`src/lcpd_pkg.sv`:
```
// Shared types and constants for the line centroid PD steering core.
// No dependencies; used by the channel interfaces, the divider and the top level.
package lcpd_pkg;

   localparam int MASK_W    = 8;
   localparam int TIME_W    = 16;
   localparam int TARGET_W  = 12;
   localparam int LIMIT_W   = 8;
   localparam int DRIVE_W   = 5;
   localparam int STEER_W   = 5;
   localparam int STATUS_W  = 2;
   localparam int ERR_W     = 13;
   localparam int WSUM_W    = 9;   // +-140
   localparam int WTOT_W    = 7;   // up to 100
   localparam int CSR_IDX_W = 3;
   localparam int CSR_DAT_W = 16;

   // register indexes on the configuration port
   localparam logic [CSR_IDX_W-1:0] CSR_TRACK_TARGET    = 3'd0;
   localparam logic [CSR_IDX_W-1:0] CSR_LOST_LIMIT      = 3'd1;
   localparam logic [CSR_IDX_W-1:0] CSR_MIN_SEGMENT     = 3'd2;
   localparam logic [CSR_IDX_W-1:0] CSR_LOST_LEFT_DRIVE = 3'd3;
   localparam logic [CSR_IDX_W-1:0] CSR_LOST_RIGHT_DRV  = 3'd4;

   localparam logic signed [TARGET_W-1:0] RST_TRACK_TARGET = 12'sd0;
   localparam logic [LIMIT_W-1:0]         RST_LOST_LIMIT   = 8'd40;
   localparam logic [TIME_W-1:0]          RST_MIN_SEGMENT  = 16'd3000;
   localparam logic [DRIVE_W-1:0]         RST_LOST_LEFT    = 5'd5;
   localparam logic [DRIVE_W-1:0]         RST_LOST_RIGHT   = 5'd15;

   localparam logic [STATUS_W-1:0] STAT_TRACK = 2'd0;
   localparam logic [STATUS_W-1:0] STAT_LOST  = 2'd1;
   localparam logic [STATUS_W-1:0] STAT_EXIT  = 2'd2;

   localparam logic [DRIVE_W-1:0] DRIVE_MAX  = 5'd20;
   localparam logic [DRIVE_W-1:0] DRIVE_ZERO = 5'd0;
   localparam logic [LIMIT_W-1:0] LOST_SAT   = 8'd255;

   localparam logic signed [ERR_W-1:0] ERR_HI = 13'sd4095;
   localparam logic signed [ERR_W-1:0] ERR_LO = -13'sd4096;

   // position * weight and weight, indexed by mask bit (bit 7 is position +6)
   localparam logic signed [WSUM_W-1:0] BIT_PW [MASK_W] = '{
      -9'sd60, -9'sd40, -9'sd20, -9'sd20, 9'sd20, 9'sd20, 9'sd40, 9'sd60};
   localparam logic [WTOT_W-1:0] BIT_WT [MASK_W] = '{
      7'd10, 7'd10, 7'd10, 7'd20, 7'd20, 7'd10, 7'd10, 7'd10};

   typedef enum logic [2:0] {
      ST_IDLE,
      ST_DIV,
      ST_ERR,
      ST_MIX,
      ST_STEER,
      ST_FIN
   } lcpd_state_type;

endpackage

```
`src/lcpd_ifs.sv`:
```
// Valid/ready channel interfaces: sample in, steering result out, register writes.
// Depends on lcpd_pkg for field widths.
interface lcpd_req_if import lcpd_pkg::*; ();
   logic                valid;
   logic                ready;
   logic [MASK_W-1:0]   sensor_mask;
   logic [TIME_W-1:0]   elapsed_ms;
   logic                restart;

   modport source (output valid, sensor_mask, elapsed_ms, restart, input ready);
   modport sink   (input valid, sensor_mask, elapsed_ms, restart, output ready);
endinterface

interface lcpd_rsp_if import lcpd_pkg::*; ();
   logic                       valid;
   logic                       ready;
   logic [DRIVE_W-1:0]         left_drive;
   logic [DRIVE_W-1:0]         right_drive;
   logic signed [STEER_W-1:0]  steer_correction;
   logic [STATUS_W-1:0]        track_status;

   modport source (output valid, left_drive, right_drive, steer_correction, track_status,
                   input ready);
   modport sink   (input valid, left_drive, right_drive, steer_correction, track_status,
                   output ready);
endinterface

interface lcpd_csr_if import lcpd_pkg::*; ();
   logic                  valid;
   logic                  ready;
   logic [CSR_IDX_W-1:0]  index;
   logic [CSR_DAT_W-1:0]  data;

   modport source (output valid, index, data, input ready);
   modport sink   (input valid, index, data, output ready);
endinterface

```
`src/lcpd_div.sv`:
```
// Restoring unsigned divider, one quotient bit per cycle.
// Depends on lcpd_pkg for the divisor width.
module lcpd_div import lcpd_pkg::*; #(
   parameter int DW = 16
) (
   input  logic              clock,
   input  logic              reset,
   input  logic              start,
   input  logic [DW-1:0]     dividend,
   input  logic [WTOT_W-1:0] divisor,
   output logic              done,
   output logic [DW-1:0]     quotient
);

   localparam int CW = $clog2(DW);

   logic              busy_ff, busy_in;
   logic              done_ff, done_in;
   logic [CW-1:0]     cnt_ff, cnt_in;
   logic [WTOT_W-1:0] rem_ff, rem_in;
   logic [WTOT_W-1:0] dvs_ff, dvs_in;
   logic [DW-1:0]     quo_ff, quo_in;

   logic [WTOT_W:0]   part;
   logic [WTOT_W+1:0] trial;

   always_comb begin
      part    = {rem_ff, quo_ff[DW-1]};
      trial   = {1'b0, part} - {2'b00, dvs_ff};
      busy_in = busy_ff;
      done_in = 1'b0;
      cnt_in  = cnt_ff;
      rem_in  = rem_ff;
      dvs_in  = dvs_ff;
      quo_in  = quo_ff;
      if (start) begin
         busy_in = 1'b1;
         cnt_in  = '0;
         rem_in  = '0;
         dvs_in  = divisor;
         quo_in  = dividend;
      end else if (busy_ff) begin
         // partial remainder always stays below the divisor, so 7 bits hold it
         if (!trial[WTOT_W+1]) begin
            rem_in = trial[WTOT_W-1:0];
            quo_in = {quo_ff[DW-2:0], 1'b1};
         end else begin
            rem_in = part[WTOT_W-1:0];
            quo_in = {quo_ff[DW-2:0], 1'b0};
         end
         cnt_in = cnt_ff + 1'b1;
         if (cnt_ff == CW'(DW - 1)) begin
            busy_in = 1'b0;
            done_in = 1'b1;
         end
      end
   end

   always_ff @(posedge clock) begin
      if (reset) begin
         busy_ff <= 1'b0;
         done_ff <= 1'b0;
      end else begin
         busy_ff <= busy_in;
         done_ff <= done_in;
      end
      cnt_ff <= cnt_in;
      rem_ff <= rem_in;
      dvs_ff <= dvs_in;
      quo_ff <= quo_in;
   end

   assign done     = done_ff;
   assign quotient = quo_ff;

endmodule

```
`src/line_centroid_pd_steering_core.sv`:
```
// Line-sensor centroid and PD steering core, top level.
// Depends on lcpd_pkg, the channel interfaces and lcpd_div.
//
// Usage:
//   req_bus carries one sample per beat: sensor_mask, elapsed_ms, restart.
//   rsp_bus returns exactly one beat per sample: left/right drive, the PD
//   steering correction and the track status (tracking, lost, exited).
//   csr_bus writes the five registers (target, lost limit, minimum segment
//   time, lost drives); always ready. User writes only while idle; not enforced.
// Sequencing:
//   A sample with any sensor set runs the centroid through the restoring
//   divider, one quotient bit per cycle, then steps through divider done,
//   error, PD mix, steering and output load; the output load waits while
//   an earlier result is still untaken, and the core then returns to idle.
//   An empty mask or an exited segment skips the divider and goes straight
//   to the output load.
//   req ready is high only while the core is idle, one sample at a time.
// Reset: synchronous, clears lost count, last error, exit flag and loads
//   the register defaults. No memory sweep is needed.
// Stall: the result sits in an output register; a new sample is accepted
//   while it waits, and the next result waits until the first is taken.
module line_centroid_pd_steering_core import lcpd_pkg::*; #(
   parameter int FRACTION_BITS = 8
) (
   input  logic       clock,
   input  logic       reset,
   lcpd_req_if.sink   req_bus,
   lcpd_rsp_if.source rsp_bus,
   lcpd_csr_if.sink   csr_bus
);

   localparam int DW = WSUM_W - 1 + FRACTION_BITS;           // dividend bits
   localparam int QW = FRACTION_BITS + 4;                    // signed centroid
   localparam int EW = ((QW > TARGET_W) ? QW : TARGET_W) + 1;
   localparam int VW = 20;                                   // PD sum
   localparam int SH = FRACTION_BITS + 2;

   localparam logic signed [EW-1:0] E_HI = EW'(ERR_HI);
   localparam logic signed [EW-1:0] E_LO = EW'(ERR_LO);
   localparam logic signed [VW-1:0] V_BIAS = VW'((1 << SH) - 1);
   localparam logic signed [VW-1:0] P_HI = 20'sd10;
   localparam logic signed [VW-1:0] P_LO = -20'sd10;
   localparam logic signed [5:0] D_MID = 6'sd10;
   localparam logic signed [5:0] D_LO  = 6'sd2;
   localparam logic signed [5:0] D_HI  = 6'sd16;

   lcpd_state_type state_ff, state_in;

   // configuration
   logic signed [TARGET_W-1:0] track_target_ff;
   logic [LIMIT_W-1:0]         lost_limit_ff;
   logic [TIME_W-1:0]          min_segment_ff;
   logic [DRIVE_W-1:0]         lost_left_ff;
   logic [DRIVE_W-1:0]         lost_right_ff;

   // tracking state
   logic signed [ERR_W-1:0] last_error_ff, last_error_in;
   logic [LIMIT_W-1:0]      lost_count_ff, lost_count_in;
   logic                    exited_ff, exited_in;

   // datapath
   logic                    neg_ff, neg_in;
   logic signed [ERR_W-1:0] e_ff, e_in;
   logic signed [VW-1:0]    v_ff, v_in;
   logic [DRIVE_W-1:0]         res_left_ff, res_left_in;
   logic [DRIVE_W-1:0]         res_right_ff, res_right_in;
   logic signed [STEER_W-1:0]  res_steer_ff, res_steer_in;
   logic [STATUS_W-1:0]        res_status_ff, res_status_in;

   logic                       rsp_valid_ff, rsp_valid_in;
   logic [DRIVE_W-1:0]         rsp_left_ff;
   logic [DRIVE_W-1:0]         rsp_right_ff;
   logic signed [STEER_W-1:0]  rsp_steer_ff;
   logic [STATUS_W-1:0]        rsp_status_ff;

   // control
   logic accept, req_ready, track_path, div_start, div_done, rsp_load;
   logic eff_exit;
   logic [LIMIT_W-1:0] eff_lost, lost_inc;
   logic signed [ERR_W-1:0] eff_last;
   logic exit_now;

   // combinational datapath terms
   logic signed [WSUM_W-1:0] wsum;
   logic [WTOT_W-1:0]        wtot;
   logic [WSUM_W-2:0]        wmag;
   logic [DW-1:0]            dividend;
   logic [DW-1:0]            quotient;
   logic [QW-2:0]            cmag;
   logic signed [QW-1:0]     cen;
   logic signed [EW-1:0]     diff;
   logic signed [ERR_W:0]    dlt;
   logic signed [VW-1:0]     ex, dx, vb, pq;
   logic signed [STEER_W-1:0] p;
   logic signed [5:0]        dl, dr;

   assign accept     = req_bus.valid && req_ready;
   assign eff_exit   = exited_ff && !req_bus.restart;
   assign track_path = (req_bus.sensor_mask != '0) && !eff_exit;

   // ---------------- sequencer ----------------
   always_comb begin
      state_in = state_ff;
      unique case (state_ff)
         ST_IDLE:  if (accept) state_in = track_path ? ST_DIV : ST_FIN;
         ST_DIV:   if (div_done) state_in = ST_ERR;
         ST_ERR:   state_in = ST_MIX;
         ST_MIX:   state_in = ST_STEER;
         ST_STEER: state_in = ST_FIN;
         ST_FIN:   if (!rsp_valid_ff || rsp_bus.ready) state_in = ST_IDLE;
         default:  state_in = ST_IDLE;
      endcase
   end

   always_comb begin
      req_ready = (state_ff == ST_IDLE);
      div_start = (state_ff == ST_IDLE) && accept && track_path;
      rsp_load  = (state_ff == ST_FIN) && (!rsp_valid_ff || rsp_bus.ready);
   end

   lcpd_div #(.DW(DW)) u_div (
      .clock    (clock),
      .reset    (reset),
      .start    (div_start),
      .dividend (dividend),
      .divisor  (wtot),
      .done     (div_done),
      .quotient (quotient)
   );

   // ---------------- datapath ----------------
   always_comb begin
      wsum = '0;
      wtot = '0;
      for (int b = 0; b < MASK_W; b++) begin
         if (req_bus.sensor_mask[b]) begin
            wsum = wsum + BIT_PW[b];
            wtot = wtot + BIT_WT[b];
         end
      end
      wmag     = (WSUM_W-1)'(wsum[WSUM_W-1] ? -wsum : wsum);
      dividend = {wmag, {FRACTION_BITS{1'b0}}};

      eff_lost = req_bus.restart ? '0 : lost_count_ff;
      eff_last = req_bus.restart ? '0 : last_error_ff;
      lost_inc = (eff_lost == LOST_SAT) ? LOST_SAT : eff_lost + 1'b1;
      exit_now = (lost_inc > lost_limit_ff) && (req_bus.elapsed_ms > min_segment_ff);

      // centroid magnitude fits in FRACTION_BITS+3 bits (at most 6.0)
      cmag = quotient[QW-2:0];
      cen  = neg_ff ? -$signed({1'b0, cmag}) : $signed({1'b0, cmag});
      diff = EW'(cen) - EW'(track_target_ff);

      dlt = (ERR_W+1)'(e_ff) - (ERR_W+1)'(last_error_ff);
      ex  = VW'(e_ff);
      dx  = VW'(dlt);

      // truncate toward zero: bias negatives before the arithmetic shift
      vb = v_ff[VW-1] ? v_ff + V_BIAS : v_ff;
      pq = vb >>> SH;
      if (pq > P_HI)      p = 5'sd10;
      else if (pq < P_LO) p = -5'sd10;
      else                p = pq[STEER_W-1:0];
      dl = D_MID - 6'(p);
      dr = D_MID + 6'(p);
      if (dl < D_LO) dl = D_LO;
      else if (dl > D_HI) dl = D_HI;
      if (dr < D_LO) dr = D_LO;
      else if (dr > D_HI) dr = D_HI;

      last_error_in = last_error_ff;
      lost_count_in = lost_count_ff;
      exited_in     = exited_ff;
      neg_in        = neg_ff;
      e_in          = e_ff;
      v_in          = v_ff;
      res_left_in   = res_left_ff;
      res_right_in  = res_right_ff;
      res_steer_in  = res_steer_ff;
      res_status_in = res_status_ff;

      unique case (state_ff)
         ST_IDLE: begin
            if (accept) begin
               last_error_in = eff_last;
               lost_count_in = eff_lost;
               exited_in     = eff_exit;
               res_steer_in  = '0;
               if (eff_exit) begin
                  res_left_in   = DRIVE_ZERO;
                  res_right_in  = DRIVE_ZERO;
                  res_status_in = STAT_EXIT;
               end else if (req_bus.sensor_mask == '0) begin
                  lost_count_in = lost_inc;
                  if (exit_now) begin
                     exited_in     = 1'b1;
                     last_error_in = '0;
                     res_left_in   = DRIVE_ZERO;
                     res_right_in  = DRIVE_ZERO;
                     res_status_in = STAT_EXIT;
                  end else begin
                     res_left_in   = (lost_left_ff > DRIVE_MAX) ? DRIVE_MAX : lost_left_ff;
                     res_right_in  = (lost_right_ff > DRIVE_MAX) ? DRIVE_MAX : lost_right_ff;
                     res_status_in = STAT_LOST;
                  end
               end else begin
                  lost_count_in = '0;
                  neg_in        = wsum[WSUM_W-1];
               end
            end
         end
         ST_ERR: begin
            if (diff > E_HI)      e_in = ERR_HI;
            else if (diff < E_LO) e_in = ERR_LO;
            else                  e_in = diff[ERR_W-1:0];
         end
         ST_MIX: begin
            // first nonzero sample after a zero error: 2.5e + 3.5(e/2), times 4
            if ((last_error_ff == '0) && (e_ff != '0))
               v_in = (ex <<< 4) + ex;
            else
               v_in = (ex <<< 3) + (ex <<< 1) + (dx <<< 3) + (dx <<< 2) + (dx <<< 1);
            last_error_in = e_ff;
         end
         ST_STEER: begin
            res_steer_in  = p;
            res_left_in   = dl[DRIVE_W-1:0];
            res_right_in  = dr[DRIVE_W-1:0];
            res_status_in = STAT_TRACK;
         end
         ST_DIV, ST_FIN: ;
         default: ;
      endcase

      rsp_valid_in = rsp_valid_ff;
      if (rsp_load)
         rsp_valid_in = 1'b1;
      else if (rsp_bus.ready)
         rsp_valid_in = 1'b0;
   end

   always_ff @(posedge clock) begin
      if (reset) begin
         state_ff        <= ST_IDLE;
         track_target_ff <= RST_TRACK_TARGET;
         lost_limit_ff   <= RST_LOST_LIMIT;
         min_segment_ff  <= RST_MIN_SEGMENT;
         lost_left_ff    <= RST_LOST_LEFT;
         lost_right_ff   <= RST_LOST_RIGHT;
         last_error_ff   <= '0;
         lost_count_ff   <= '0;
         exited_ff       <= 1'b0;
         rsp_valid_ff    <= 1'b0;
      end else begin
         state_ff      <= state_in;
         last_error_ff <= last_error_in;
         lost_count_ff <= lost_count_in;
         exited_ff     <= exited_in;
         rsp_valid_ff  <= rsp_valid_in;
         if (csr_bus.valid) begin
            unique case (csr_bus.index)
               CSR_TRACK_TARGET:    track_target_ff <= csr_bus.data[TARGET_W-1:0];
               CSR_LOST_LIMIT:      lost_limit_ff   <= csr_bus.data[LIMIT_W-1:0];
               CSR_MIN_SEGMENT:     min_segment_ff  <= csr_bus.data[TIME_W-1:0];
               CSR_LOST_LEFT_DRIVE: lost_left_ff    <= csr_bus.data[DRIVE_W-1:0];
               CSR_LOST_RIGHT_DRV:  lost_right_ff   <= csr_bus.data[DRIVE_W-1:0];
               default: ;
            endcase
         end
      end
      neg_ff        <= neg_in;
      e_ff          <= e_in;
      v_ff          <= v_in;
      res_left_ff   <= res_left_in;
      res_right_ff  <= res_right_in;
      res_steer_ff  <= res_steer_in;
      res_status_ff <= res_status_in;
      if (rsp_load) begin
         rsp_left_ff   <= res_left_ff;
         rsp_right_ff  <= res_right_ff;
         rsp_steer_ff  <= res_steer_ff;
         rsp_status_ff <= res_status_ff;
      end
   end

   assign req_bus.ready            = req_ready;
   assign csr_bus.ready            = 1'b1;
   assign rsp_bus.valid            = rsp_valid_ff;
   assign rsp_bus.left_drive       = rsp_left_ff;
   assign rsp_bus.right_drive      = rsp_right_ff;
   assign rsp_bus.steer_correction = rsp_steer_ff;
   assign rsp_bus.track_status     = rsp_status_ff;

   // ---------------- checks ----------------
   a_exit_clears_error: assert property (@(posedge clock) disable iff (reset)
      exited_ff |-> (last_error_ff == '0))
      else $error("exit flag set with nonzero last error");

   a_div_done_in_div: assert property (@(posedge clock) disable iff (reset)
      div_done |-> (state_ff == ST_DIV))
      else $error("divider finished outside the divide state");

   a_track_drive_range: assert property (@(posedge clock) disable iff (reset)
      (rsp_valid_ff && (rsp_status_ff == STAT_TRACK)) |->
         (rsp_left_ff >= 5'd2) && (rsp_left_ff <= 5'd16) &&
         (rsp_right_ff >= 5'd2) && (rsp_right_ff <= 5'd16))
      else $error("tracking drive outside 2..16");

   a_exit_result_zero: assert property (@(posedge clock) disable iff (reset)
      (rsp_valid_ff && (rsp_status_ff != STAT_TRACK)) |-> (rsp_steer_ff == '0))
      else $error("nonzero steering on a lost or exited beat");

   a_load_only_when_free: assert property (@(posedge clock) disable iff (reset)
      (rsp_valid_ff && !rsp_bus.ready) |=> $stable(rsp_left_ff) && $stable(rsp_steer_ff))
      else $error("pending result overwritten");

endmodule

```
`src/flat_wrapper.sv`:
```
// flat-port wrapper written by rule: the top's interface ports become plain ports
module line_centroid_pd_steering_core_flat import lcpd_pkg::*;
#(
   parameter int FRACTION_BITS = 8
)
  (clock, reset, req_bus_valid, req_bus_sensor_mask, req_bus_elapsed_ms, req_bus_restart, req_bus_ready, rsp_bus_valid, rsp_bus_left_drive, rsp_bus_right_drive, rsp_bus_steer_correction, rsp_bus_track_status, rsp_bus_ready, csr_bus_valid, csr_bus_index, csr_bus_data, csr_bus_ready);
  lcpd_req_if req_bus_i ();
  lcpd_rsp_if rsp_bus_i ();
  lcpd_csr_if csr_bus_i ();
  input  logic clock;
  input  logic reset;
  input wire logic [$bits(req_bus_i.valid)-1:0] req_bus_valid;
  input wire logic [$bits(req_bus_i.sensor_mask)-1:0] req_bus_sensor_mask;
  input wire logic [$bits(req_bus_i.elapsed_ms)-1:0] req_bus_elapsed_ms;
  input wire logic [$bits(req_bus_i.restart)-1:0] req_bus_restart;
  output wire logic [$bits(req_bus_i.ready)-1:0] req_bus_ready;
  output wire logic [$bits(rsp_bus_i.valid)-1:0] rsp_bus_valid;
  output wire logic [$bits(rsp_bus_i.left_drive)-1:0] rsp_bus_left_drive;
  output wire logic [$bits(rsp_bus_i.right_drive)-1:0] rsp_bus_right_drive;
  output wire logic [$bits(rsp_bus_i.steer_correction)-1:0] rsp_bus_steer_correction;
  output wire logic [$bits(rsp_bus_i.track_status)-1:0] rsp_bus_track_status;
  input wire logic [$bits(rsp_bus_i.ready)-1:0] rsp_bus_ready;
  input wire logic [$bits(csr_bus_i.valid)-1:0] csr_bus_valid;
  input wire logic [$bits(csr_bus_i.index)-1:0] csr_bus_index;
  input wire logic [$bits(csr_bus_i.data)-1:0] csr_bus_data;
  output wire logic [$bits(csr_bus_i.ready)-1:0] csr_bus_ready;
  assign req_bus_i.valid = req_bus_valid;
  assign req_bus_i.sensor_mask = req_bus_sensor_mask;
  assign req_bus_i.elapsed_ms = req_bus_elapsed_ms;
  assign req_bus_i.restart = req_bus_restart;
  assign req_bus_ready = req_bus_i.ready;
  assign rsp_bus_valid = rsp_bus_i.valid;
  assign rsp_bus_left_drive = rsp_bus_i.left_drive;
  assign rsp_bus_right_drive = rsp_bus_i.right_drive;
  assign rsp_bus_steer_correction = rsp_bus_i.steer_correction;
  assign rsp_bus_track_status = rsp_bus_i.track_status;
  assign rsp_bus_i.ready = rsp_bus_ready;
  assign csr_bus_i.valid = csr_bus_valid;
  assign csr_bus_i.index = csr_bus_index;
  assign csr_bus_i.data = csr_bus_data;
  assign csr_bus_ready = csr_bus_i.ready;
  line_centroid_pd_steering_core #(.FRACTION_BITS(FRACTION_BITS)) u_core (.clock(clock), .reset(reset), .req_bus(req_bus_i), .rsp_bus(rsp_bus_i), .csr_bus(csr_bus_i));
endmodule
```
`config.mk`:
```
export PLATFORM = sky130hd
export DESIGN_NAME = line_centroid_pd_steering_core_flat
export DESIGN_NICKNAME = d
export VERILOG_FILES = /design/src/lcpd_pkg.sv /design/src/lcpd_ifs.sv /design/src/lcpd_div.sv /design/src/line_centroid_pd_steering_core.sv /design/src/flat_wrapper.sv
export SDC_FILE = /design/constraint.sdc
export NUM_CORES = 1
export LEC_CHECK = 0
export ABC_AREA = 1
export BUFFER_PORTS_ARGS = -buffer_cell sky130_fd_sc_hd__buf_2
export CAP_MARGIN = 40
export CORE_MARGIN = 2
export CORE_UTILIZATION = 46
export DETAILED_ROUTE_END_ITERATION = 10
export GPL_ROUTABILITY_DRIVEN = 0
export GPL_TIMING_DRIVEN = 1
export SYNTH_ARGS = -nofsm -noshare
export SYNTH_HDL_FRONTEND = slang
export SYNTH_SLANG_ARGS = --single-unit
```
`constraint.sdc`:
```
create_clock -name clock -period 16.35 [get_ports clock]
set_input_delay 4.905 -clock clock [delete_from_list [all_inputs] [get_ports clock]]
set_output_delay 4.905 -clock clock [all_outputs]
set_load 0.005 [all_outputs]
```
Word-level counts from Yosys, hierarchy flattened
Cells that the tools add are included.
{ "op_classes": {"bitwise_logic": 3, "n_reduce_logical": 34, "mux": 74, "eq_ne": 15, "magnitude_cmp": 12, "add_sub_neg": 29} }
{ "ops": {"columns": ["op", "count"], "rows": [
  ["2-to-1 mux 5 bit", 17],
  ["2-to-1 mux 13 bit", 6],
  ["2-to-1 mux 9 bit", 8],
  ["2-to-1 mux 7 bit", 8],
  ["2-to-1 mux 20 bit", 2],
  ["2-to-1 mux 8 bit", 5],
  ["adder 9 x 6 -> 9 bit, second input constant", 4],
  ["2-to-1 mux 16 bit", 2],
  ["case mux 5 bit (2 select lines)", 3],
  ["adder 7 x 4 -> 7 bit, second input constant", 4],
  ["adder 9 x 7 -> 9 bit, second input constant", 3],
  ["case mux 13 bit (2 select lines)", 1],
  ["adder 20 x 11 -> 20 bit, second input constant", 1],
  ["adder 20 x 15 -> 20 bit", 1],
  ["adder 20 x 16 -> 20 bit", 1],
  ["adder 17 x 13 -> 18 bit", 1],
  ["adder 17 x 17 -> 18 bit", 1],
  ["case mux 3 bit (6 select lines)", 1],
  ["adder 16 x 14 -> 17 bit", 1],
  ["> comparator 16 bit", 1],
  ["AND reduction 2 bit", 8],
  ["adder 7 x 5 -> 7 bit, second input constant", 2],
  ["subtractor 13 x 13 -> 14 bit", 1],
  ["> comparator 13 bit, second input constant", 1],
  ["43 further kinds", 84]
]} }
{ "totals": {"elab_cells": 195, "ff_bits": 176, "input_bits": 49, "out_inout_bits": 20} }

Logic depth before layout (Yosys ltp)
Gate-level depths: netlist of the first run.
{ "depth": {"ltp_word": 18, "mapped_depth": 36, "depth_no_buf": 36} }

Cells and area by module
From an unflattened synthesis of the first run, not the netlist that was laid out.
{ "hier_totals": {"hier_cells": 1802, "area_unflattened_um2": 13571.8} }
{ "modules_own_cells": {"columns": ["module", "area_per_inst_um2", "seq_area_each_um2", "n_inst", "cells_per_inst"], "rows": [
  ["line_centroid_pd_steering_core", 11738.8, 3483.3, 1, 1586],
  ["lcpd_div", 1833.0, 950.9, 1, 216]
]} }

Worst setup path after synthesis of the first run
No wires, ideal clock.
{ "synth_path": {"path_type": "in2reg", "startpoint": "input port req_bus_sensor_mask[1]", "endpoint": "register u_core.u_div.quo_ff[12], in the netlist u_core.u_div.quotient[12], data pin", "required_time_ps": 16096, "n_path_buf": 1, "path_slack_ps": 7613, "cell_stages": 30, "setup_ps": 254, "t_arrival_ps": 8483, "path_cell_list": "inv_1 > ha_1 > nand2_1 > nand2_1 > ha_1 > or2_1 > nand2_2 > ha_1 > or2_1 > nand2_1 > inv_1 > ha_1 > nor2_1 > xor2_2 > ha_1 > nor2_1 > inv_1 > nand2_1 > nand2_1 > nand2_1 > nand2_2 > nor2_4 > nand2_1 > nand2_1 > nand2_1 > buf_6 > nand2_1 > o21ai_2 > nand2_1 > nand2_1"} }
{ "synth_via": {"word_cells_on_any_way": 19, "classes_between": "7 x add/sub; 9 x mux; 3 x reduce/logical"} }
{ "synth_lines": {"columns": ["element", "line_no", "source"], "rows": [
  ["start: declaration", "flat_wrapper.sv:13", "input wire logic [$bits(req_bus_i.sensor_mask)-1:0] req_bus_sensor_mask;"],
  ["2-to-1 mux 9 bit (*)", "line_centroid_pd_steering_core.sv:136", "if (req_bus.sensor_mask[b]) begin"],
  ["adder 9 x 6 -> 9 bit", "line_centroid_pd_steering_core.sv:137", "wsum = wsum + BIT_PW[b];"],
  ["2-to-1 mux 9 bit (*)", "line_centroid_pd_steering_core.sv:136", null],
  ["adder 9 x 6 -> 9 bit", "line_centroid_pd_steering_core.sv:137", null],
  ["2-to-1 mux 9 bit (*)", "line_centroid_pd_steering_core.sv:136", null],
  ["adder 9 x 6 -> 9 bit", "line_centroid_pd_steering_core.sv:137", null],
  ["2-to-1 mux 9 bit (*)", "line_centroid_pd_steering_core.sv:136", null],
  ["adder 9 x 6 -> 9 bit", "line_centroid_pd_steering_core.sv:137", null],
  ["2-to-1 mux 9 bit (*)", "line_centroid_pd_steering_core.sv:136", null],
  ["adder 9 x 7 -> 9 bit", "line_centroid_pd_steering_core.sv:137", null],
  ["2-to-1 mux 9 bit (*)", "line_centroid_pd_steering_core.sv:136", null],
  ["adder 9 x 7 -> 9 bit", "line_centroid_pd_steering_core.sv:137", null],
  ["2-to-1 mux 9 bit (*)", "line_centroid_pd_steering_core.sv:136", null],
  ["named net u_core.wsum[8]", "line_centroid_pd_steering_core.sv:84", "logic signed [WSUM_W-1:0] wsum;"],
  ["2-to-1 mux 8 bit (*)", "line_centroid_pd_steering_core.sv:141", "wmag = (WSUM_W-1)'(wsum[WSUM_W-1] ? -wsum : wsum);"],
  ["2-to-1 mux 16 bit (*)", "lcpd_div.sv:36", "if (start) begin"],
  ["named net u_core.u_div.quo_in[12]", "lcpd_div.sv:22", "logic [DW-1:0] quo_ff, quo_in;"],
  ["end signal: assignment", "lcpd_div.sv:70", "quo_ff <= quo_in;"],
  ["end: declaration", "lcpd_div.sv:22", null]
]} }
Mark *: on every way through the listed nets, which the timed path passes. The rest lies on a longest branch.
A chain may end at the register's enable or synchronous reset.

Worst setup path in the final report of the first run
{ "layout_path": {"startpoint": "input port req_bus_sensor_mask[0]", "endpoint": "register u_core.u_div.quo_ff[12], in the netlist u_core.u_div.quotient[12], data pin"} }
{ "layout_via": {"elab_chain_len": 18, "word_cells_on_any_way": 21, "classes_between": "8 x add/sub; 10 x mux; 3 x reduce/logical"} }
{ "layout_lines": {"columns": ["element", "line_no"], "rows": [
  ["2-to-1 mux 9 bit", "line_centroid_pd_steering_core.sv:136"],
  ["adder 9 x 7 -> 9 bit", "line_centroid_pd_steering_core.sv:137"],
  ["2-to-1 mux 9 bit", "line_centroid_pd_steering_core.sv:136"],
  ["adder 9 x 6 -> 9 bit", "line_centroid_pd_steering_core.sv:137"],
  ["2-to-1 mux 9 bit", "line_centroid_pd_steering_core.sv:136"],
  ["adder 9 x 6 -> 9 bit", "line_centroid_pd_steering_core.sv:137"],
  ["2-to-1 mux 9 bit", "line_centroid_pd_steering_core.sv:136"],
  ["adder 9 x 6 -> 9 bit", "line_centroid_pd_steering_core.sv:137"],
  ["(+3 left out)", null],
  ["adder 9 x 7 -> 9 bit", "line_centroid_pd_steering_core.sv:137"],
  ["2-to-1 mux 9 bit", "line_centroid_pd_steering_core.sv:136"],
  ["adder 9 x 7 -> 9 bit", "line_centroid_pd_steering_core.sv:137"],
  ["2-to-1 mux 9 bit", "line_centroid_pd_steering_core.sv:136"],
  ["negation 8 bit", "line_centroid_pd_steering_core.sv:141"],
  ["2-to-1 mux 8 bit", "line_centroid_pd_steering_core.sv:141"],
  ["2-to-1 mux 16 bit (*)", "lcpd_div.sv:36"],
  ["named net u_core.u_div.quo_in[12]", "lcpd_div.sv:22"]
]} }
Marks and branches as above.

==> results of run 1 <==
==> power groups by stage <==
stage / clock network [W] / registers (W) / logic, W
after detailed placement: 0 / 0.000549 / 0.00125
after CTS: 0.000419 / 0.000539 / 0.00127
after global placement: 0 / 0.000549 / 0.00124
after global routing: 0.000437 / 0.000543 / 0.00146
after floorplan: 0 / 0.000540 / 0.00101
final: 0.000408 / 0.000539 / 0.00126
==> through the flow <==
stage	power [W]	hold slack [ps]	area, um^2	std cells
floorplan	0.00155	400	13300	1766
global placement	0.00178	401	14000	2191
detailed placement	0.00180	405	14100	2196
CTS	0.00222	416	14700	2228
global route	0.00244	421	14700	2228
finish	0.00220	415	14700	2228
==> critical path: cells and delay by family <==
family / cells / cell delay, ps
simple gates: 19 / 2280
fa+ha+maj: 5 / 1290
buf+inv: 4 / 430
xor+xnor: 1 / 120
compound gates: 1 / 60
==> routing by layer <==
layer | track usage | wire, um | share of wire
met5 | 0 | 0 | 0
met1 | 0.258 | 13900 | 0.48
met3 | 0.0227 | 617 | 0.021
met2 | 0.347 | 14000 | 0.49
met4 | 0.0490 | 384 | 0.013
==> cell type report <==
cell class / instances / area, um^2 / share of cell area
Clock inverter: 15 / 184 / 0.0125
Clock buffer: 17 / 425 / 0.0289
Sequential cell: 175 / 4320 / 0.294
Multi-Input combinational cell: 1245 / 7660 / 0.521
Inverter: 316 / 1190 / 0.0807
Tap cell: 384 / 480 / 0.0327
Timing Repair Buffer: 76 / 434 / 0.0295
==> worst paths after layout <==
kind	to	startpoint	cells after the start	slack, ps
max	u_core.u_div.quotient[12]	req_bus_sensor_mask[0]	30	7450
min	u_core.rsp_bus.left_drive[3]	u_core.res_left_ff[3]	0	410
max reg2reg	u_core.v_ff[19]	u_core.e_ff[0]	28	9750
min reg2reg	u_core.rsp_bus.left_drive[3]	u_core.res_left_ff[3]	0	410
==> sequential cells by signal, indices dropped and copies added (netlist names), 6 cells and up <==
name,cells
u_core.u_div.quotient,16
u_core.lost_limit_ff,8
u_core.u_div.dvs_ff,6
u_core.e_ff,13
u_core.v_ff,20
u_core.last_error_ff,13
u_core.lost_count_ff,8
u_core.track_target_ff,12
u_core.min_segment_ff,16
u_core.u_div.rem_ff,7
==> cells in the mapped netlist (all sizes together), types with 2 or more instances <==
cell type  instances
a211oi             2
a21boi             2
a21o               4
a21oi            127
a221oi             3
a22oi              2
a31oi              4
and2               3
buf                9
clkbuf            21
clkinv             4
dfxtp             93
edfxtp            82
fa                31
ha               125
inv              312
nand2            387
nand3             97
nand3b             7
nand4             15
nor2             156
nor3              14
nor4               9
o211ai            15
o21a               4
o21ai            115
o21bai            12
o22ai             10
o31ai              5
o32ai              2
or2                5
xnor2             20
xor2              62
==> cell usage in the layout, fill, tap and decap left out, types with 7 or more instances in the layout <==
cell type,n
clkbuf_16,17
buf_2,67
a21oi_1,127
o211ai_1,15
fa_1,31
xnor2_1,20
nand3_2,7
nand3_1,90
o21ai_0,104
nor4_1,9
o22ai_1,10
ha_1,125
inv_1,304
edfxtp_1,82
o21ai_1,9
dfxtp_1,93
nand2_2,23
nor2_1,150
xor2_1,61
nor3_1,13
nand2_1,360
o21bai_1,12
nand4_1,15
inv_2,8
==> kinds of logic (layout without fill, tap and decap cells) <==
kind of cell	Yosys count	in the layout
XOR/XNOR	82	82
buffers and inverters	346	424
flip-flops	175	175
AND/OR/NAND/NOR	693	693
adder cells (fa/ha/maj)	156	156
other	1	1
multiplexers	2	2
AO/OA/AOI/OAI	311	311
==> flow_metrics.tcl, run 1 <==
set metrics [dict create \
    nets 2036 \
    p_leak_nw 6.99 \
    power_frac_comb 0.570 \
    synth.distinct_cells 54 \
    dieHeight_um 174 \
    rsz0062_at_grt "no" \
    required_ps 16530 \
    viasPerCell 4.96 \
    cts_root_buf "clkbuf_16" \
    dr.pass1.iters 5 \
    synth_top_cell_area_share 0.185 \
    power_density_nw_per_um2 150 \
    status "complete, no violations" \
    grt_pass1_wl_mm 49.5 \
    ioPinCount 69 \
    intPower_w 0.00122 \
    synthFlopType "dfxtp_1" \
    arrival_ps 9080 \
    cts_resized 0 \
    async_flop_share 0 \
    fill_cells 2802 \
    path_common_cell "nand2_1" \
    synth_area_leader_cell "edfxtp_1" \
    synthCells 1766 \
    hpwlAfterDp_mm 23.1 \
    drc_errors 0 \
    port-buffer-count 67 \
    wl_per_cell_um 13.0 \
    antenna_left 0 \
    finalHoldViolations 0 \
    slowest_stage "ha_1" \
    seqPwrFrac 0.244 \
    synthTopCellsByArea "edfxtp_1 18%, dfxtp_1 14%, ha_1 12%" \
    tightest_slew_ps 814 \
    cpPeakStageDelay_ps 380 \
    cts_buffer_depth 2 \
    utilization 0.513 \
    clk_pin_slew_worst_paths_ps 80 \
    setup_violations 0 \
    htree_levels 4 \
    dp_slack_ps 7040 \
    ir_drop_uv 88.3 \
    cts_setup_buffers 0 \
    gr-total-overflow 0 \
    hold_buffers 0 \
    globalRouteTotalUtil 0.197 \
    synth-xor-area-share 0.0545 \
    rows 62 \
    switchingPower_w 0.000982 \
    yosys.area_share.simple 0.225 \
    maxCapViolations 0 \
    synth_top_family_by_area "simple AND/OR/NAND/NOR gates" \
    drt_iter0_drc 553 \
    synth_edf_count 82 \
    endpoint_kind "flip-flop" \
    cts_tree "built" \
    fp.dieArea_um2 30300 \
    clk-insertion-delay-late_ps 440 \
    clock.fmax_mhz 112 \
    ys_ff_latch 175 \
    fin_ws_ps 7450 \
    yosys_warnings 0 \
    slew_headroom 0.455 \
    die_w_um 174 \
    min_period_over_period 0.544 \
    routed_wl_mm 28.9 \
    finalSetupTns_ps 0 \
    path_class "in -> reg" \
    synth_area_um2 13300 \
    worstPathMaxFanout 11 \
    synth_fp_nets 1971 \
    cts_sinks 175 \
    vias 11000 \
    fin_crit_ps 8900 \
    hold_class "reg -> reg" \
    grt_pass1_vias 10700 \
    antenna_found_initial 0 \
    postSynthAreaPerCell_um2 7.54 \
    clock_skew_ps 16.1 \
    start_util 0.465 \
    core-area_um2 28600 \
    synth_compound_area_frac 0.130 \
    clkPwrFrac 0.185 \
    switching_share 0.446 \
    synthAdderAreaFrac 0.164 \
    cts_buffers 17 \
    synth_seq_area_share 0.325 \
    diodes 0 \
    area_delta_synth_final_pct 10.4 \
    slew_viol_final 0 \
    grt_max_degree 30 \
    critPathLaunchType "primary input" \
    muxShareOfSynthArea 0.00160 \
    drive_gt1_frac 0.0889 \
]
Note: power is estimated with default switching activity, not from simulation.
==> run 2: changes to the inputs <==
Clock period 16.35 ns to 9 ns, I/O delays scaled along.
==> flow_metrics.tcl, run 2 (synthesis results as in run 1) <==
set metrics [dict create \
    clk_pin_slew_worst_paths_ps 80 \
    critPathLaunchType "primary input" \
    final_common_cell "nand2_1" \
    ioPinCount 69 \
    maxCapViolations 0 \
    antenna_found_initial 0 \
    tightest_slew_ps 797 \
    endpoint_kind "flip-flop" \
    slowest_stage "ha_1" \
    slew_headroom 0.466 \
    power_density_nw_per_um2 273 \
    highest_layer "met4" \
    final_cells 2228 \
    rsz0062_at_grt "no" \
    rows 62 \
    routed_wl_mm 28.8 \
    globalRouteTotalUtil 0.197 \
    grt_pass1_wl_mm 49.6 \
    required_ps 9190 \
    p_leak_nw 6.98 \
    cts_sinks 175 \
    die_w_um 174 \
    ir_drop_uv 169 \
    port-buffer-count 67 \
    drt_iter0_drc 523 \
    min_from "u_core.res_left_ff[3]" \
    area_delta_synth_final_pct 10.4 \
    cts_buffer_depth 2 \
    largest_reg_flops 20 \
    path_class "in -> reg" \
    hold_class "reg -> reg" \
    min_period_over_period 0.742 \
    multi_input_area_um2 7660 \
    dieHeight_um 174 \
    cts_tree "built" \
    dr.pass1.iters 5 \
    dp_cells 2196 \
    htree_levels 4 \
    seqCellArea_um2 4320 \
    crit_start "req_bus_sensor_mask[0]" \
    arrival_ps 6870 \
    grt_max_degree 32 \
    dr_wl_met3_um 743 \
    antenna_left 0 \
    hold_buffers 0 \
    setup_violations 0 \
    fin_crit_ps 6680 \
    clock.fmax_mhz 150 \
    start_util 0.465 \
    totalPowerFinal_w 0.00401 \
    diodes 0 \
    cts_root_buf "clkbuf_16" \
    cts_buffers 17 \
    wl_per_cell_um 12.9 \
    clk-insertion-delay-late_ps 440 \
    nets 2036 \
    grt_pass1_vias 10800 \
    met2_length_mm 13.9 \
    final_cell_mix "360 x nand2_1, 304 x inv_1, 150 x nor2_1, 127 x a21oi_1, 125 x ha_1" \
    finalSetupTns_ps 0 \
    hpwlAfterDp_mm 23.1 \
    worstPathMaxFanout 11 \
    status "complete, no violations" \
    viasPerCell 4.97 \
    r2r_start "u_core.e_ff[0]" \
    wl_met1_mm 13.8 \
    slew_viol_final 0 \
    core-area_um2 28600 \
    clock_skew_ps 16.2 \
    vias 11100 \
    fp.dieArea_um2 30300 \
    finalHoldViolations 0 \
    gr-total-overflow 0 \
    drive_gt1_frac 0.0889 \
    path_common_cell "nand2_1" \
    regToRegSetupSlack_ps 2610 \
    cts_resized 0 \
    fill_cells 2813 \
    drc_errors 0 \
    largest-register "u_core.v_ff" \
    cpPeakStageDelay_ps 390 \
    cts_setup_buffers 0 \
]
run 2: cell count changes in the layout (fill, tap and decap cells not counted), sizes merged:
cell / before / now
clkinv: 13 / 10
clkinvlp: 0 / 1
inv: 318 / 320
run 2: area by class of cell:
type | count | share of cell area
Clock buffer | 17 | 0.0290
Clock inverter | 15 | 0.0123
Inverter | 316 | 0.0807
Multi-Input combinational cell | 1245 | 0.522
Sequential cell | 175 | 0.294
Tap cell | 384 | 0.0327
Timing Repair Buffer | 76 | 0.0295
run 2: final timing paths:
path,to,cells after the start
worst min-delay path,u_core.rsp_bus.left_drive[3],0
worst max-delay path,u_core.u_div.quotient[12],30
worst max register to register,u_core.v_ff[19],28
worst min register to register,u_core.rsp_bus.left_drive[3],0
run 2: layer usage:
| metal | vias up | global-route usage |
|---|---|---|
| met5 | - | 0 |
| met3 | 20 | 0.0260 |
| li1 | 5871 | - |
| met1 | 5047 | 0.255 |
| met4 | 0 | 0.0480 |
| met2 | 136 | 0.346 |
run 2: worst max-delay path: cells and delay by family:
family / cells / cell delay, ps
compound gates: 1 / 60
buf+inv: 4 / 430
xor+xnor: 1 / 110
simple gates: 19 / 2260
fa+ha+maj: 5 / 1300
run 2: metrics by stage:
stage / hold slack, ps / instance area (um^2) / utilization / setup WS (ps)
finish: 418 / 14700 / 0.513 / 2320
detailed placement: 405 / 14100 / 0.492 / 1890
CTS: 418 / 14700 / 0.513 / 2340
floorplan: 400 / 13300 / - / 2470
global route: 422 / 14700 / 0.513 / 1820
global placement: 401 / 14000 / 0.490 / 2010
run 2: power breakdown:
part	internal, W	switching [W]	total, W
clock network	0.000377	0.000368	0.000745
logic	0.000907	0.00138	0.00228
registers	0.000937	0.0000422	0.000979
==> run 3: changes to the inputs <==
Settings changed: PLACE_DENSITY from default to 0.65.
Clock period 9 ns to 5.9 ns, I/O delays scaled along.
==> flow_metrics.tcl, run 3 (synthesis results as in run 1) <==
set metrics [dict create \
    status "complete, no violations" \
    dr.pass1.iters 5 \
    grt_busiest_layer "met2" \
    final_common_cell "nand2_1" \
    die_w_um 174 \
    critPathLaunchType "flip-flop" \
    nets 2064 \
    crit_start "u_core.e_ff[0]" \
    largest-register "u_core.v_ff" \
    slowest_stage "fa_1" \
    min_from "u_core.res_right_ff[2]" \
    globalRouteTotalUtil 0.196 \
    gr-total-overflow 0 \
    r2r_start "u_core.e_ff[0]" \
    cts_root_buf "clkbuf_16" \
    final_cell_mix "358 x nand2_1, 304 x inv_1, 149 x nor2_1, 123 x a21oi_1, 119 x ha_1" \
    hold_class "reg -> reg" \
    timing.rr.end "u_core.v_ff[19]" \
    finalHoldViolations 0 \
    fp.dieArea_um2 30300 \
    min_period_over_period 0.937 \
    dp_slack_ps -61.4 \
    clk_pin_slew_worst_paths_ps 80 \
    port-buffer-count 67 \
    regToRegSetupSlack_ps 370 \
    endpoint_kind "flip-flop" \
    p_leak_nw 7.15 \
    grt_use_met1 0.245 \
    arrival_ps 5700 \
    grt_pass1_vias 10800 \
    switching_share 0.441 \
    met3_usage 0.0232 \
    cpPeakStageDelay_ps 470 \
    wl_per_cell_um 12.9 \
    slew_viol_final 0 \
    setup_violations 0 \
    rows 62 \
    utilization 0.526 \
    switchingPower_w 0.00285 \
    seqPwrFrac 0.230 \
    ioPinCount 69 \
    path_class "reg -> reg" \
    power_density_nw_per_um2 429 \
    cts_sinks 175 \
    vias 11300 \
    grt_max_degree 35 \
    cts_buffers 17 \
    drc_errors 0 \
    htree_levels 4 \
    placed_area_um2 14300 \
    routed_wl_mm 29.2 \
    intPower_w 0.00361 \
    core-area_um2 28600 \
    dieHeight_um 174 \
    antenna_left 0 \
    hold_buffers 0 \
    clkPwrFrac 0.178 \
    diodes 0 \
    grt_pass1_wl_mm 49.4 \
    power_frac_comb 0.592 \
    path_common_cell "nand2_1" \
    clk-insertion-delay-late_ps 450 \
    worstPathMaxFanout 4 \
    slew_headroom 0.408 \
    clock_skew_ps 21.3 \
    hpwlAfterDp_mm 23.3 \
    maxCapViolations 0 \
    finalSetupTns_ps 0 \
    drt_iter0_drc 572 \
    clock.fmax_mhz 181 \
    r2r_cells 28 \
    cts_buffer_depth 2 \
    largest_reg_flops 20 \
    fin_crit_ps 5530 \
    antenna_found_initial 1 \
    viasPerCell 4.99 \
    grt_util_met2 0.350 \
    cts_tree "built" \
    tightest_slew_ps 886 \
    required_ps 6070 \
    endpoint "u_core.v_ff[19]" \
    fin_ws_ps 374 \
    design_area_um2 15100 \
    area_delta_synth_final_pct 13.2 \
    drive_gt1_frac 0.116 \
    ir_drop_uv 297 \
    start_util 0.465 \
]
## run 3: cell count changes in the layout (fill, tap and decap cells not counted), moves of 3 or more
cell     delta
a21oi_1     -4
a21oi_2     +4
buf_4      +30
ha_1        -6
ha_4        +4
o21ai_0     -6
o21ai_1     +3
o21ai_2     +3
## run 3: through the flow
step | instances | hold slack (ps) | total power, W
2_1_floorplan | 1766 | 400 | 0.00430
3_3_place_gp | 2218 | 400 | 0.00513
3_5_place_dp | 2221 | 405 | 0.00518
4_1_cts | 2253 | 425 | 0.00636
5_1_grt | 2256 | 427 | 0.00713
6_report | 2256 | 424 | 0.00647
## run 3: power groups by stage
stage | Sequential (W) | Combinational, W | Clock [W]
6_report | 0.00149 | 0.00382 | 0.00115
5_1_grt | 0.00150 | 0.00440 | 0.00123
4_1_cts | 0.00149 | 0.00370 | 0.00117
3_5_place_dp | 0.00151 | 0.00367 | 0
3_3_place_gp | 0.00151 | 0.00361 | 0
2_1_floorplan | 0.00150 | 0.00280 | 0
## run 3: layer usage
metal | vias to the layer above | share of wire
li1 | 5924 | -
met1 | 5137 | 0.46
met2 | 152 | 0.49
met3 | 47 | 0.023
met4 | 2 | 0.020
met5 | - | 0.00045
## run 3: how the worst min path moves through the flow
stage / endpoint / cells after the start
after CTS: u_core.rsp_bus.track_status[0] / 0
after global routing: u_core.rsp_bus.track_status[0] / 0
after floorplan: u_core.rsp_bus.left_drive[0] / 0
after global placement: u_core.rsp_bus.steer_correction[3] / 0
after detailed placement: u_core.rsp_bus.right_drive[2] / 0
final: u_core.rsp_bus.right_drive[2] / 0
## run 3: repair_timing
action	4_1_cts	5_1_grt
gates resized for setup	2	35
gates cloned	0	0
pin swaps	0	18
buffers inserted	0	3
endpoints found under the setup margin	2	6
## run 3: final cells by class
class / instances / area [um^2]
fill: 2707 / 13600
inverter: 316 / 1190
tap: 384 / 480
clock buffer: 17 / 425
timing repair buffer: 104 / 633
clock inverter: 15 / 194
multi-input combinational: 1245 / 7820
sequential: 175 / 4330
## run 3: critical path, delay by kind of cell (launching register included)
| kind | cells | cell delay [ps] |
|---|---|---|
| flip-flops | 1 | 340 |
| AO/OA/AOI/OAI | 11 | 1640 |
| XOR/XNOR | 2 | 410 |
| AND/OR/NAND/NOR | 5 | 460 |
| buffers and inverters | 4 | 250 |
| adder cells (fa/ha/maj) | 6 | 2160 |
